===== config.mk =====
export PLATFORM = sky130hd
export DESIGN_NAME = hashed_timer_wheel
export DESIGN_NICKNAME = d
export VERILOG_FILES = /design/src/rtl/htw_pkg.sv /design/src/rtl/htw_ram.sv /design/src/rtl/htw_front.sv /design/src/rtl/htw_queue.sv /design/src/rtl/htw_back.sv /design/src/rtl/hashed_timer_wheel.sv
export SDC_FILE = /design/constraint.sdc
export NUM_CORES = 2
export LEC_CHECK = 0
export BUFFER_PORTS_ARGS = -buffer_cell sky130_fd_sc_hd__buf_2
export CAP_MARGIN = 20
export CELL_PAD_IN_SITES_DETAIL_PLACEMENT = 0
export CELL_PAD_IN_SITES_GLOBAL_PLACEMENT = 1
export CORE_UTILIZATION = 45
export CTS_CLUSTER_DIAMETER = 120
export DETAILED_ROUTE_END_ITERATION = 10
export PLACE_DENSITY_LB_ADDON = 0.05
export SLEW_MARGIN = 20
export SYNTH_ARGS = -nofsm -noshare
export SYNTH_HDL_FRONTEND = slang
export SYNTH_SLANG_ARGS = --single-unit

===== constraint.sdc =====
create_clock -name clk -period 3.05 [get_ports clk]
set_clock_uncertainty 0.1 [all_clocks]
set_input_delay 0.915 -clock clk [delete_from_list [all_inputs] [get_ports clk]]
set_output_delay 0.915 -clock clk [all_outputs]
set_load 0.005 [all_outputs]

===== src/rtl/htw_pkg.sv =====
package htw_pkg;

  localparam int ID_W        = 4;
  localparam int EXPIRY_W    = 32;
  localparam int RES_W       = 20;
  localparam int DIV_STEPS   = 32;
  localparam int QUEUE_DEPTH = 4;

  typedef enum logic [1:0] {
    OP_ADD  = 2'd0,
    OP_DEL  = 2'd1,
    OP_TICK = 2'd2,
    OP_NONE = 2'd3
  } op_t;

  typedef enum logic [1:0] {
    KIND_ADD   = 2'd0,
    KIND_DEL   = 2'd1,
    KIND_EXP   = 2'd2,
    KIND_QUIET = 2'd3
  } kind_t;

  // one classified command handed from front to back
  typedef struct packed {
    op_t                 op;
    logic [ID_W-1:0]     id;
    logic [EXPIRY_W-1:0] ticks;
  } cmd_t;

  typedef enum logic [1:0] {
    F_IDLE,
    F_DIV,
    F_PUSH
  } front_state_t;

  typedef enum logic [3:0] {
    B_IDLE,
    B_PICK,
    B_APP0,
    B_APP1,
    B_UNL0,
    B_UNL1,
    B_UNL2,
    B_TCHK,
    B_THEAD,
    B_TDEC,
    B_TEXP,
    B_TEND,
    B_RES
  } back_state_t;

endpackage


===== src/rtl/htw_ram.sv =====
module htw_ram #(
  parameter int WIDTH = 8,
  parameter int DEPTH = 16
) (
  input  logic                                     clk,
  input  logic                                     we,
  input  logic [(DEPTH > 1 ? $clog2(DEPTH) : 1)-1:0] waddr,
  input  logic [WIDTH-1:0]                         wdata,
  input  logic [(DEPTH > 1 ? $clog2(DEPTH) : 1)-1:0] raddr,
  output logic [WIDTH-1:0]                         rdata
);

  logic [WIDTH-1:0] mem [DEPTH];

  always_ff @(posedge clk) begin
    if (we) begin
      mem[waddr] <= wdata;
    end
    rdata <= mem[raddr];
  end

endmodule


===== src/rtl/htw_front.sv =====
module htw_front (
  input  logic                         clk,
  input  logic                         rst,
  input  logic                         in_valid,
  output logic                         in_stall,
  input  logic [1:0]                   op,
  input  logic [htw_pkg::ID_W-1:0]     timer_id,
  input  logic [htw_pkg::EXPIRY_W-1:0] expiry,
  input  logic [htw_pkg::RES_W-1:0]    tick_resolution,
  output logic                         push_valid,
  output htw_pkg::cmd_t                push_cmd,
  input  logic                         push_full
);

  htw_pkg::front_state_t state, state_next;
  htw_pkg::op_t                 cmd_op;
  logic [htw_pkg::ID_W-1:0]     cmd_id;
  logic [htw_pkg::EXPIRY_W-1:0] num;
  logic [htw_pkg::RES_W-1:0]    divisor;
  logic [htw_pkg::RES_W-1:0]    acc;
  logic [4:0]                   step;
  logic                         in_accept;
  logic [htw_pkg::RES_W:0]      acc_sh;
  logic                         fits;

  assign in_accept = in_valid && !in_stall;
  // restoring division, one quotient bit per cycle shifted into num
  assign acc_sh = {acc, num[htw_pkg::EXPIRY_W-1]};
  assign fits   = acc_sh >= {1'b0, divisor};

  always_comb begin
    state_next = state;
    case (state)
      htw_pkg::F_IDLE: begin
        if (in_accept) begin
          if (htw_pkg::op_t'(op) == htw_pkg::OP_ADD) begin
            state_next = htw_pkg::F_DIV;
          end else if (htw_pkg::op_t'(op) != htw_pkg::OP_NONE) begin
            state_next = htw_pkg::F_PUSH;
          end
        end
      end
      htw_pkg::F_DIV: begin
        if (step == 5'(htw_pkg::DIV_STEPS - 1)) begin
          state_next = htw_pkg::F_PUSH;
        end
      end
      htw_pkg::F_PUSH: begin
        if (!push_full) begin
          state_next = htw_pkg::F_IDLE;
        end
      end
      default: state_next = htw_pkg::F_IDLE;
    endcase
  end

  always_comb begin
    in_stall       = state != htw_pkg::F_IDLE;
    push_valid     = state == htw_pkg::F_PUSH;
    push_cmd.op    = cmd_op;
    push_cmd.id    = cmd_id;
    push_cmd.ticks = (num == '0) ? htw_pkg::EXPIRY_W'(1) : num;
  end

  always_ff @(posedge clk) begin
    if (rst) begin
      state <= htw_pkg::F_IDLE;
    end else begin
      state <= state_next;
    end
  end

  always_ff @(posedge clk) begin
    if (in_accept) begin
      cmd_op  <= htw_pkg::op_t'(op);
      cmd_id  <= timer_id;
      num     <= expiry;
      acc     <= '0;
      step    <= '0;
      divisor <= (tick_resolution == '0) ? htw_pkg::RES_W'(1) : tick_resolution;
    end else if (state == htw_pkg::F_DIV) begin
      acc  <= fits ? htw_pkg::RES_W'(acc_sh - {1'b0, divisor})
                   : htw_pkg::RES_W'(acc_sh);
      num  <= {num[htw_pkg::EXPIRY_W-2:0], fits};
      step <= step + 5'd1;
    end
  end

endmodule


===== src/rtl/htw_queue.sv =====
module htw_queue (
  input  logic          clk,
  input  logic          rst,
  input  logic          push,
  input  htw_pkg::cmd_t push_cmd,
  output logic          full,
  input  logic          pop,
  output htw_pkg::cmd_t pop_cmd,
  output logic          empty
);

  localparam int AW = $clog2(htw_pkg::QUEUE_DEPTH);

  htw_pkg::cmd_t entries [htw_pkg::QUEUE_DEPTH];
  logic [AW-1:0] wp, rp;
  logic [AW:0]   count;
  logic          do_push, do_pop;

  assign full    = count == (AW + 1)'(htw_pkg::QUEUE_DEPTH);
  assign empty   = count == '0;
  assign do_push = push && !full;
  assign do_pop  = pop && !empty;
  assign pop_cmd = entries[rp];

  always_ff @(posedge clk) begin
    if (rst) begin
      wp    <= '0;
      rp    <= '0;
      count <= '0;
    end else begin
      if (do_push) wp <= wp + AW'(1);
      if (do_pop)  rp <= rp + AW'(1);
      if (do_push && !do_pop) begin
        count <= count + (AW + 1)'(1);
      end else if (do_pop && !do_push) begin
        count <= count - (AW + 1)'(1);
      end
    end
  end

  always_ff @(posedge clk) begin
    if (do_push) begin
      entries[wp] <= push_cmd;
    end
  end

endmodule


===== src/rtl/htw_back.sv =====
module htw_back #(
  parameter int SLOT_COUNT = 16,
  parameter int POOL_SIZE  = 16
) (
  input  logic                     clk,
  input  logic                     rst,
  input  logic                     q_empty,
  input  htw_pkg::cmd_t            q_cmd,
  output logic                     q_pop,
  output logic                     out_valid,
  input  logic                     out_stall,
  output logic [1:0]               kind,
  output logic [htw_pkg::ID_W-1:0] timer_id_res,
  output logic                     error,
  output logic                     last
);

  localparam int PW = (POOL_SIZE > 1) ? $clog2(POOL_SIZE) : 1;
  localparam int SW = $clog2(SLOT_COUNT);
  localparam int GW = $clog2(POOL_SIZE + 1);
  localparam int EW = htw_pkg::EXPIRY_W;

  htw_pkg::back_state_t state, state_next;

  htw_pkg::op_t              op_r;
  logic [htw_pkg::ID_W-1:0]  id_r;
  logic                      err_r;
  logic [PW-1:0]             tgt, nx, pv, held;
  logic                      held_v;
  logic [EW-1:0]             rem;
  logic [SW-1:0]             slot_r, cur;
  logic [GW-1:0]             guard;
  logic [POOL_SIZE-1:0]      pending;
  logic [SLOT_COUNT-1:0]     nonempty;

  // memory ports
  logic          head_we, tail_we, next_we, prev_we, rem_we, where_we;
  logic [SW-1:0] head_wa, tail_wa, head_ra, tail_ra;
  logic [PW-1:0] head_wd, tail_wd, head_rd, tail_rd;
  logic [PW-1:0] next_wa, next_wd, prev_wa, prev_wd, next_rd, prev_rd;
  logic [EW-1:0] rem_rd;
  logic [SW-1:0] where_rd;

  logic          can_emit;
  logic          emit;
  logic          q_id_ok;
  logic [PW-1:0] q_tgt;
  logic          app_done_tick;
  logic [SW-1:0] pick_slot;
  logic [EW-1:0] pick_rem;
  logic [SW:0]   pick_sum;

  assign can_emit = !out_valid || !out_stall;
  assign emit     = can_emit && ((state == htw_pkg::B_TEXP && held_v) ||
                                 state == htw_pkg::B_TEND || state == htw_pkg::B_RES);
  assign q_tgt    = PW'(q_cmd.id);
  assign q_id_ok  = 32'(q_cmd.id) < POOL_SIZE;
  assign app_done_tick = op_r == htw_pkg::OP_TICK;

  // slot choice for a (re)filed timer
  always_comb begin
    pick_sum = {1'b0, cur} + (SW + 1)'(rem);
    if (rem >= EW'(SLOT_COUNT)) begin
      pick_slot = (cur == '0) ? SW'(SLOT_COUNT - 1) : cur - SW'(1);
      pick_rem  = rem - EW'(SLOT_COUNT - 1);
    end else begin
      pick_slot = (pick_sum >= (SW + 1)'(SLOT_COUNT))
                  ? SW'(pick_sum - (SW + 1)'(SLOT_COUNT)) : SW'(pick_sum);
      pick_rem  = '0;
    end
  end

  always_comb begin
    state_next = state;
    case (state)
      htw_pkg::B_IDLE: begin
        if (!q_empty) begin
          case (q_cmd.op)
            htw_pkg::OP_ADD: begin
              if (q_id_ok && !pending[q_tgt]) state_next = htw_pkg::B_PICK;
              else                            state_next = htw_pkg::B_RES;
            end
            htw_pkg::OP_DEL: begin
              if (q_id_ok && pending[q_tgt]) state_next = htw_pkg::B_UNL0;
              else                           state_next = htw_pkg::B_RES;
            end
            htw_pkg::OP_TICK: state_next = htw_pkg::B_TCHK;
            default:          state_next = htw_pkg::B_IDLE;
          endcase
        end
      end
      htw_pkg::B_PICK: state_next = htw_pkg::B_APP0;
      htw_pkg::B_APP0: begin
        if (nonempty[slot_r])   state_next = htw_pkg::B_APP1;
        else if (app_done_tick) state_next = htw_pkg::B_TCHK;
        else                    state_next = htw_pkg::B_RES;
      end
      htw_pkg::B_APP1: state_next = app_done_tick ? htw_pkg::B_TCHK : htw_pkg::B_RES;
      htw_pkg::B_UNL0: state_next = htw_pkg::B_UNL1;
      htw_pkg::B_UNL1: state_next = htw_pkg::B_UNL2;
      htw_pkg::B_UNL2: state_next = app_done_tick ? htw_pkg::B_TDEC : htw_pkg::B_RES;
      htw_pkg::B_TCHK: begin
        if (guard != GW'(POOL_SIZE) && nonempty[cur]) state_next = htw_pkg::B_THEAD;
        else                                          state_next = htw_pkg::B_TEND;
      end
      htw_pkg::B_THEAD: state_next = htw_pkg::B_UNL0;
      htw_pkg::B_TDEC:  state_next = (rem != '0) ? htw_pkg::B_PICK : htw_pkg::B_TEXP;
      htw_pkg::B_TEXP: begin
        if (!held_v || can_emit) state_next = htw_pkg::B_TCHK;
      end
      htw_pkg::B_TEND: if (can_emit) state_next = htw_pkg::B_IDLE;
      htw_pkg::B_RES:  if (can_emit) state_next = htw_pkg::B_IDLE;
      default:         state_next = htw_pkg::B_IDLE;
    endcase
  end

  always_comb begin
    q_pop    = state == htw_pkg::B_IDLE && !q_empty;
    head_we  = 1'b0;
    tail_we  = 1'b0;
    next_we  = 1'b0;
    prev_we  = 1'b0;
    rem_we   = 1'b0;
    where_we = 1'b0;
    head_wa  = slot_r;
    tail_wa  = slot_r;
    head_wd  = tgt;
    tail_wd  = tgt;
    next_wa  = tail_rd;
    next_wd  = tgt;
    prev_wa  = tgt;
    prev_wd  = tail_rd;
    head_ra  = (state == htw_pkg::B_UNL1) ? where_rd : cur;
    tail_ra  = (state == htw_pkg::B_UNL1) ? where_rd : slot_r;
    case (state)
      htw_pkg::B_APP0: begin
        rem_we   = 1'b1;
        where_we = 1'b1;
        if (!nonempty[slot_r]) begin
          head_we = 1'b1;
          tail_we = 1'b1;
        end
      end
      htw_pkg::B_APP1: begin
        next_we = 1'b1;
        prev_we = 1'b1;
        tail_we = 1'b1;
      end
      htw_pkg::B_UNL2: begin
        if (head_rd == tgt && tail_rd == tgt) begin
          // last timer in the slot, list empties
        end else if (head_rd == tgt) begin
          head_we = 1'b1;
          head_wd = nx;
        end else if (tail_rd == tgt) begin
          tail_we = 1'b1;
          tail_wd = pv;
        end else begin
          next_we = 1'b1;
          next_wa = pv;
          next_wd = nx;
          prev_we = 1'b1;
          prev_wa = nx;
          prev_wd = pv;
        end
      end
      default: begin
      end
    endcase
  end

  htw_ram #(.WIDTH(PW), .DEPTH(SLOT_COUNT)) u_head_mem (
    .clk(clk), .we(head_we), .waddr(head_wa), .wdata(head_wd),
    .raddr(head_ra), .rdata(head_rd)
  );
  htw_ram #(.WIDTH(PW), .DEPTH(SLOT_COUNT)) u_tail_mem (
    .clk(clk), .we(tail_we), .waddr(tail_wa), .wdata(tail_wd),
    .raddr(tail_ra), .rdata(tail_rd)
  );
  htw_ram #(.WIDTH(PW), .DEPTH(POOL_SIZE)) u_next_mem (
    .clk(clk), .we(next_we), .waddr(next_wa), .wdata(next_wd),
    .raddr(tgt), .rdata(next_rd)
  );
  htw_ram #(.WIDTH(PW), .DEPTH(POOL_SIZE)) u_prev_mem (
    .clk(clk), .we(prev_we), .waddr(prev_wa), .wdata(prev_wd),
    .raddr(tgt), .rdata(prev_rd)
  );
  htw_ram #(.WIDTH(EW), .DEPTH(POOL_SIZE)) u_rem_mem (
    .clk(clk), .we(rem_we), .waddr(tgt), .wdata(rem),
    .raddr(tgt), .rdata(rem_rd)
  );
  htw_ram #(.WIDTH(SW), .DEPTH(POOL_SIZE)) u_where_mem (
    .clk(clk), .we(where_we), .waddr(tgt), .wdata(slot_r),
    .raddr(tgt), .rdata(where_rd)
  );

  always_ff @(posedge clk) begin
    if (rst) begin
      state     <= htw_pkg::B_IDLE;
      cur       <= '0;
      pending   <= '0;
      nonempty  <= '0;
      held_v    <= 1'b0;
      out_valid <= 1'b0;
    end else begin
      state <= state_next;
      if (emit) begin
        out_valid <= 1'b1;
      end else if (!out_stall) begin
        out_valid <= 1'b0;
      end
      case (state)
        htw_pkg::B_IDLE: begin
          if (!q_empty && q_cmd.op == htw_pkg::OP_TICK) begin
            cur    <= (cur == SW'(SLOT_COUNT - 1)) ? '0 : cur + SW'(1);
            held_v <= 1'b0;
          end
        end
        htw_pkg::B_APP0: begin
          pending[tgt]     <= 1'b1;
          nonempty[slot_r] <= 1'b1;
        end
        htw_pkg::B_UNL2: begin
          pending[tgt] <= 1'b0;
          if (head_rd == tgt && tail_rd == tgt) nonempty[slot_r] <= 1'b0;
        end
        htw_pkg::B_TEXP: begin
          if (!held_v || can_emit) held_v <= 1'b1;
        end
        htw_pkg::B_TEND: begin
          if (can_emit) held_v <= 1'b0;
        end
        default: begin
        end
      endcase
    end
  end

  always_ff @(posedge clk) begin
    case (state)
      htw_pkg::B_IDLE: begin
        op_r  <= q_cmd.op;
        id_r  <= q_cmd.id;
        tgt   <= q_tgt;
        rem   <= q_cmd.ticks;
        guard <= '0;
        err_r <= q_cmd.op == htw_pkg::OP_ADD && q_id_ok && pending[q_tgt];
      end
      htw_pkg::B_PICK: begin
        slot_r <= pick_slot;
        rem    <= pick_rem;
      end
      htw_pkg::B_UNL1: begin
        nx     <= next_rd;
        pv     <= prev_rd;
        rem    <= rem_rd;
        slot_r <= where_rd;
      end
      htw_pkg::B_TCHK:  guard <= guard + GW'(1);
      htw_pkg::B_THEAD: tgt   <= head_rd;
      htw_pkg::B_TEXP: begin
        if (!held_v || can_emit) begin
          held <= tgt;
          if (held_v) begin
            kind         <= htw_pkg::KIND_EXP;
            timer_id_res <= htw_pkg::ID_W'(held);
            error        <= 1'b0;
            last         <= 1'b0;
          end
        end
      end
      htw_pkg::B_TEND: begin
        if (can_emit) begin
          kind         <= held_v ? htw_pkg::KIND_EXP : htw_pkg::KIND_QUIET;
          timer_id_res <= held_v ? htw_pkg::ID_W'(held) : '0;
          error        <= 1'b0;
          last         <= 1'b1;
        end
      end
      htw_pkg::B_RES: begin
        if (can_emit) begin
          kind         <= (op_r == htw_pkg::OP_ADD) ? htw_pkg::KIND_ADD
                                                    : htw_pkg::KIND_DEL;
          timer_id_res <= id_r;
          error        <= err_r;
          last         <= 1'b1;
        end
      end
      default: begin
      end
    endcase
  end

  // no more slots are marked filled than there are pending timers
  a_slots_vs_timers: assert property (@(posedge clk) disable iff (rst)
    $countones(nonempty) <= $countones(pending))
    else $error("more filled slots than pending timers");

  a_held_cleared: assert property (@(posedge clk) disable iff (rst)
    (state == htw_pkg::B_IDLE) |-> !held_v)
    else $error("expired timer left unreported");

  a_quiet_word: assert property (@(posedge clk) disable iff (rst)
    (out_valid && kind == htw_pkg::KIND_QUIET) |-> (last && timer_id_res == '0))
    else $error("quiet tick word malformed");

endmodule


===== src/rtl/hashed_timer_wheel.sv =====
// hashed timing wheel over a fixed pool of timers. op 0 adds timer_id with a
// delay of expiry time units (divided by tick_resolution, at least one tick),
// op 1 deletes it, op 2 advances the wheel one slot and reports every timer
// whose count ran out, in list order, one word each with last on the final
// one; a tick with no expiry gives one kind 3 word. op 3 is dropped with no
// word. the front divides expiry by the resolution one quotient bit per
// cycle and passes an add on to the back only once the division is done;
// delete and tick commands skip the division. the back walks the slot
// lists in memories with one write port and one read port. a four-entry
// queue sits between front and back, and the output word register lets
// the back keep working while one word waits. tick_resolution may be
// written only while the block is idle; a value of zero acts as one.
module hashed_timer_wheel #(
  parameter int SLOT_COUNT = 16,
  parameter int POOL_SIZE  = 16
) (
  input  logic                         clk,
  input  logic                         rst,
  input  logic                         cfg_write,
  input  logic [htw_pkg::RES_W-1:0]    cfg_data,
  input  logic                         in_valid,
  output logic                         in_stall,
  input  logic [1:0]                   op,
  input  logic [htw_pkg::ID_W-1:0]     timer_id,
  input  logic [htw_pkg::EXPIRY_W-1:0] expiry,
  output logic                         out_valid,
  input  logic                         out_stall,
  output logic [1:0]                   kind,
  output logic [htw_pkg::ID_W-1:0]     timer_id_res,
  output logic                         error,
  output logic                         last
);

  logic [htw_pkg::RES_W-1:0] tick_resolution;
  logic                      push_valid, q_full, q_empty, q_pop;
  htw_pkg::cmd_t             push_cmd, q_cmd;

  // resolution register, one time unit per tick out of reset
  always_ff @(posedge clk) begin
    if (rst) begin
      tick_resolution <= htw_pkg::RES_W'(1);
    end else if (cfg_write) begin
      tick_resolution <= cfg_data;
    end
  end

  // front: takes words, computes tick counts for adds
  htw_front u_front (
    .clk(clk), .rst(rst),
    .in_valid(in_valid), .in_stall(in_stall),
    .op(op), .timer_id(timer_id), .expiry(expiry),
    .tick_resolution(tick_resolution),
    .push_valid(push_valid), .push_cmd(push_cmd), .push_full(q_full)
  );

  // command queue decoupling the divider from the list walker
  htw_queue u_queue (
    .clk(clk), .rst(rst),
    .push(push_valid), .push_cmd(push_cmd), .full(q_full),
    .pop(q_pop), .pop_cmd(q_cmd), .empty(q_empty)
  );

  // back: slot lists, pending bits, result words
  htw_back #(.SLOT_COUNT(SLOT_COUNT), .POOL_SIZE(POOL_SIZE)) u_back (
    .clk(clk), .rst(rst),
    .q_empty(q_empty), .q_cmd(q_cmd), .q_pop(q_pop),
    .out_valid(out_valid), .out_stall(out_stall),
    .kind(kind), .timer_id_res(timer_id_res), .error(error), .last(last)
  );

endmodule

==> impl_metrics.json <==
{
  "synthFlopType": "edfxtp_1",
  "boundaryPins": 73,
  "crit_top_cell": "or4_4",
  "hold_path_class": "input pin to register",
  "max_cap_violations": 0,
  "grt_max_degree": 111,
  "htree_levels": 4,
  "gp_congestion": 0.845,
  "grtUsageTotal": 0.220,
  "dieArea_um2": 114000,
  "area_growth_pct": 15.8,
  "p_leak_nw": 19.7,
  "cpMaxStageDelayCell": "or4_4",
  "place_hpwl_um": 77100,
  "ys_types": 75,
  "vias": 26131,
  "worstPathArrival_ns": 3.32,
  "synth_edf_count": 1114,
  "numCtsBuffers": 136,
  "ant_nets": 0,
  "worst_ep_required_time_ns": 3.43,
  "port-buffer-count": 72,
  "synth_area_leaders": "edfxtp_1, mux4_2, dfxtp_1, nand2_1, mux2i_1",
  "clock_sinks": 1264,
  "drt_iter0_markers": 1955,
  "max_slew_margin": 0.313,
  "cts_tree": "yes",
  "setup_viol": 0,
  "p_total_mw": 51.7,
  "drive_gt1_frac": 0.257,
  "multi_input_area_um2": 13100,
  "fillers": 8936,
  "synth_top_cell_area_share": 0.661,
  "grt_pass1_vias": 27231,
  "drt-wirelength-per-cell_um": 26.0,
  "grt_antenna_before_repair": 1,
  "hold_viol": 0,
  "synth_seq_cells": 1264,
  "wl_um": 122000,
  "clockRootBuffer": "clkbuf_16",
  "setup_tns_ns": 0,
  "powerDensity_nw_per_um2": 883,
  "syn-num-nets": 2978,
  "dr.pass1.iters": 5,
  "die_h_um": 337,
  "status": "finished clean",
  "syn_area_um2": 50600,
  "tightestPinTransition_ns": 1.03,
  "critPathKind": "register to register",
  "fin_crit_sh": 0.964,
  "timing.final.max_slew_violations": 0,
  "final_nets": 3197,
  "drc_errors": 0,
  "yosysSeqAreaShare": 0.721,
  "gr-total-overflow": 0,
  "viasPerCell": 5.57,
  "fp.dieW_um": 337,
  "worstPathCellList": "or3_4 -> or4_4 -> or4_4 -> nor4_4 -> nand3b_4 -> a21oi_2 -> a221o_1",
  "endpoint_kind": "register",
  "critPathMaxFanout": 6,
  "seq_area_um2": 36500,
  "syn_area_per_cell_um2": 17.6,
  "synth_cells": 2870,
  "grt_first_pass_wirelength_um": 181000,
  "rsz0062_at_grt": "true",
  "clkSlewWorstSetupHoldPaths_ns": 0.06,
  "max_freq_ghz": 0.340,
  "clk_latency_ns": 0.74,
  "initial_utilization": 0.456,
  "ys_warn_count": 0,
  "core-area_um2": 111000,
  "rows": 122,
  "synth_area_leader_cell": "edfxtp_1",
  "startpoint_type": "register",
  "min_period_ns": 2.94,
  "clock_path_buffers": 3,
  "slowest_delay_ns": 0.46,
  "synthArstFlopShare": 0,
  "vdd_drop_max_mv": 0.766
}
## layer usage
layer	share of wire	global-route usage
met3	0.038	0.0303
met5	0	0
met2	0.51	0.374
met1	0.42	0.295
met4	0.024	0.0658
## cell usage after synthesis (14+ instances only)
| cell | count |
|---|---|
| buf_1 | 26 |
| and2_1 | 14 |
| clkbuf_1 | 146 |
| inv_1 | 75 |
| xnor2_1 | 43 |
| o21ai_0 | 86 |
| mux2i_1 | 72 |
| nor4_1 | 20 |
| xor2_1 | 26 |
| a21oi_1 | 82 |
| nand3_1 | 45 |
| nor2b_1 | 19 |
| edfxtp_1 | 1114 |
| mux4_2 | 295 |
| ha_1 | 42 |
| nor3_1 | 41 |
| nand2_1 | 196 |
| nor2_1 | 169 |
| a22oi_1 | 30 |
| dfxtp_1 | 150 |
## cell type report
cell class / count / area share
tap: 1488 / 0.0318
antenna: 2 / 0.0000855
clock buffer: 179 / 0.0630
timing repair buffer: 266 / 0.0408
sequential: 1264 / 0.623
multi-input combinational: 1345 / 0.224
clock inverter: 71 / 0.0126
inverter: 76 / 0.00492
## state kept, by name (all words and copies together), names as in the netlist, 5 cells and up, named ones only
| signal | count |
|---|---|
| u_back.u_rem_mem.mem | 512 |
| u_front.divisor | 20 |
| u_back.u_rem_mem.rdata | 32 |
| u_back.u_next_mem.mem | 64 |
| u_back.guard | 5 |
| u_back.rem | 32 |
| u_back.u_tail_mem.mem | 64 |
| u_back.u_head_mem.mem | 64 |
| u_back.u_where_mem.mem | 64 |
| u_back.u_prev_mem.mem | 64 |
| u_front.acc | 20 |
| tick_resolution | 20 |
| u_front.step | 5 |
| u_queue.entries | 152 |
| u_front.num | 32 |
## through the flow
step | cell area (um^2) | std cells | utilization | worst slack, ns | hold slack [ns]
floorplan | 50600 | 2870 | - | -0.0231 | 0.286
finish | 58500 | 4691 | 0.528 | 0.109 | 0.263
CTS | 58400 | 4684 | 0.527 | 0.0478 | 0.207
detailed placement | 54000 | 4434 | 0.487 | -0.00936 | 0.295
global route | 58500 | 4690 | 0.528 | -0.0344 | 0.223
global placement | 54000 | 4434 | 0.487 | -0.0110 | 0.291
## power breakdown
part / switching (mW) / internal, mW / total (mW) / leakage [nW]
clock: 6.67 / 9.65 / 16.3 / 2.16
sequential: 1.00 / 22.0 / 23.0 / 11.4
combinational: 7.05 / 5.35 / 12.4 / 6.16
total: 14.7 / 37.0 / 51.7 / 19.7
## critical path: cells and delay by family, from the launching register on
family	cells	cell delay [ns]
simple gates	5	1.90
compound gates	2	0.32
flops	1	0.38
## logic make-up after synthesis
logic type / after synthesis / share of synthesized area
simple gates: 569 / 0.0518
xor+xnor: 69 / 0.0119
mux: 381 / 0.149
buf+inv: 261 / 0.0211
compound gates: 281 / 0.0338
flops: 1264 / 0.721
fa+ha+maj: 45 / 0.0116
## final timing paths
kind	endpoint	cells past startpoint	slack [ns]	from
setup / recovery	u_back.rem[20]	7	0.11	u_back.rem[22]
hold / removal	u_front.cmd_id[3]	1	0.26	timer_id[3]
setup reg to reg	u_back.rem[20]	7	0.11	u_back.rem[22]
hold reg to reg	u_back.pv[0]	0	0.31	u_back.u_prev_mem.rdata[0]
## cells in the final DEF, fill, tap and decap left out, types with 17 or more instances in the layout
| cell type | count |
|---|---|
| xnor2_1 | 43 |
| mux2i_1 | 72 |
| nand3_1 | 45 |
| xor2_1 | 26 |
| clkbuf_16 | 140 |
| nor3_1 | 41 |
| nor2_1 | 167 |
| a21oi_1 | 80 |
| inv_2 | 17 |
| clkbuf_1 | 34 |
| a22oi_1 | 30 |
| o21ai_0 | 85 |
| edfxtp_1 | 1114 |
| buf_12 | 43 |
| clkinv_2 | 24 |
| clkinv_1 | 20 |
| nor4_1 | 17 |
| dfxtp_1 | 148 |
| buf_2 | 72 |
| buf_4 | 148 |
| nor2b_1 | 19 |
| mux4_2 | 295 |
| nand2_1 | 195 |
| ha_1 | 42 |
| inv_1 | 57 |
## what timing repair did
item,4_1_cts,5_1_grt
hold buffers,0,0
resized for setup,1,14
pin swaps,0,2
setup endpoints to repair,1,86
buffers inserted,0,4
cloned,0,1
No activity file was read; power rests on OpenSTA's default activity.
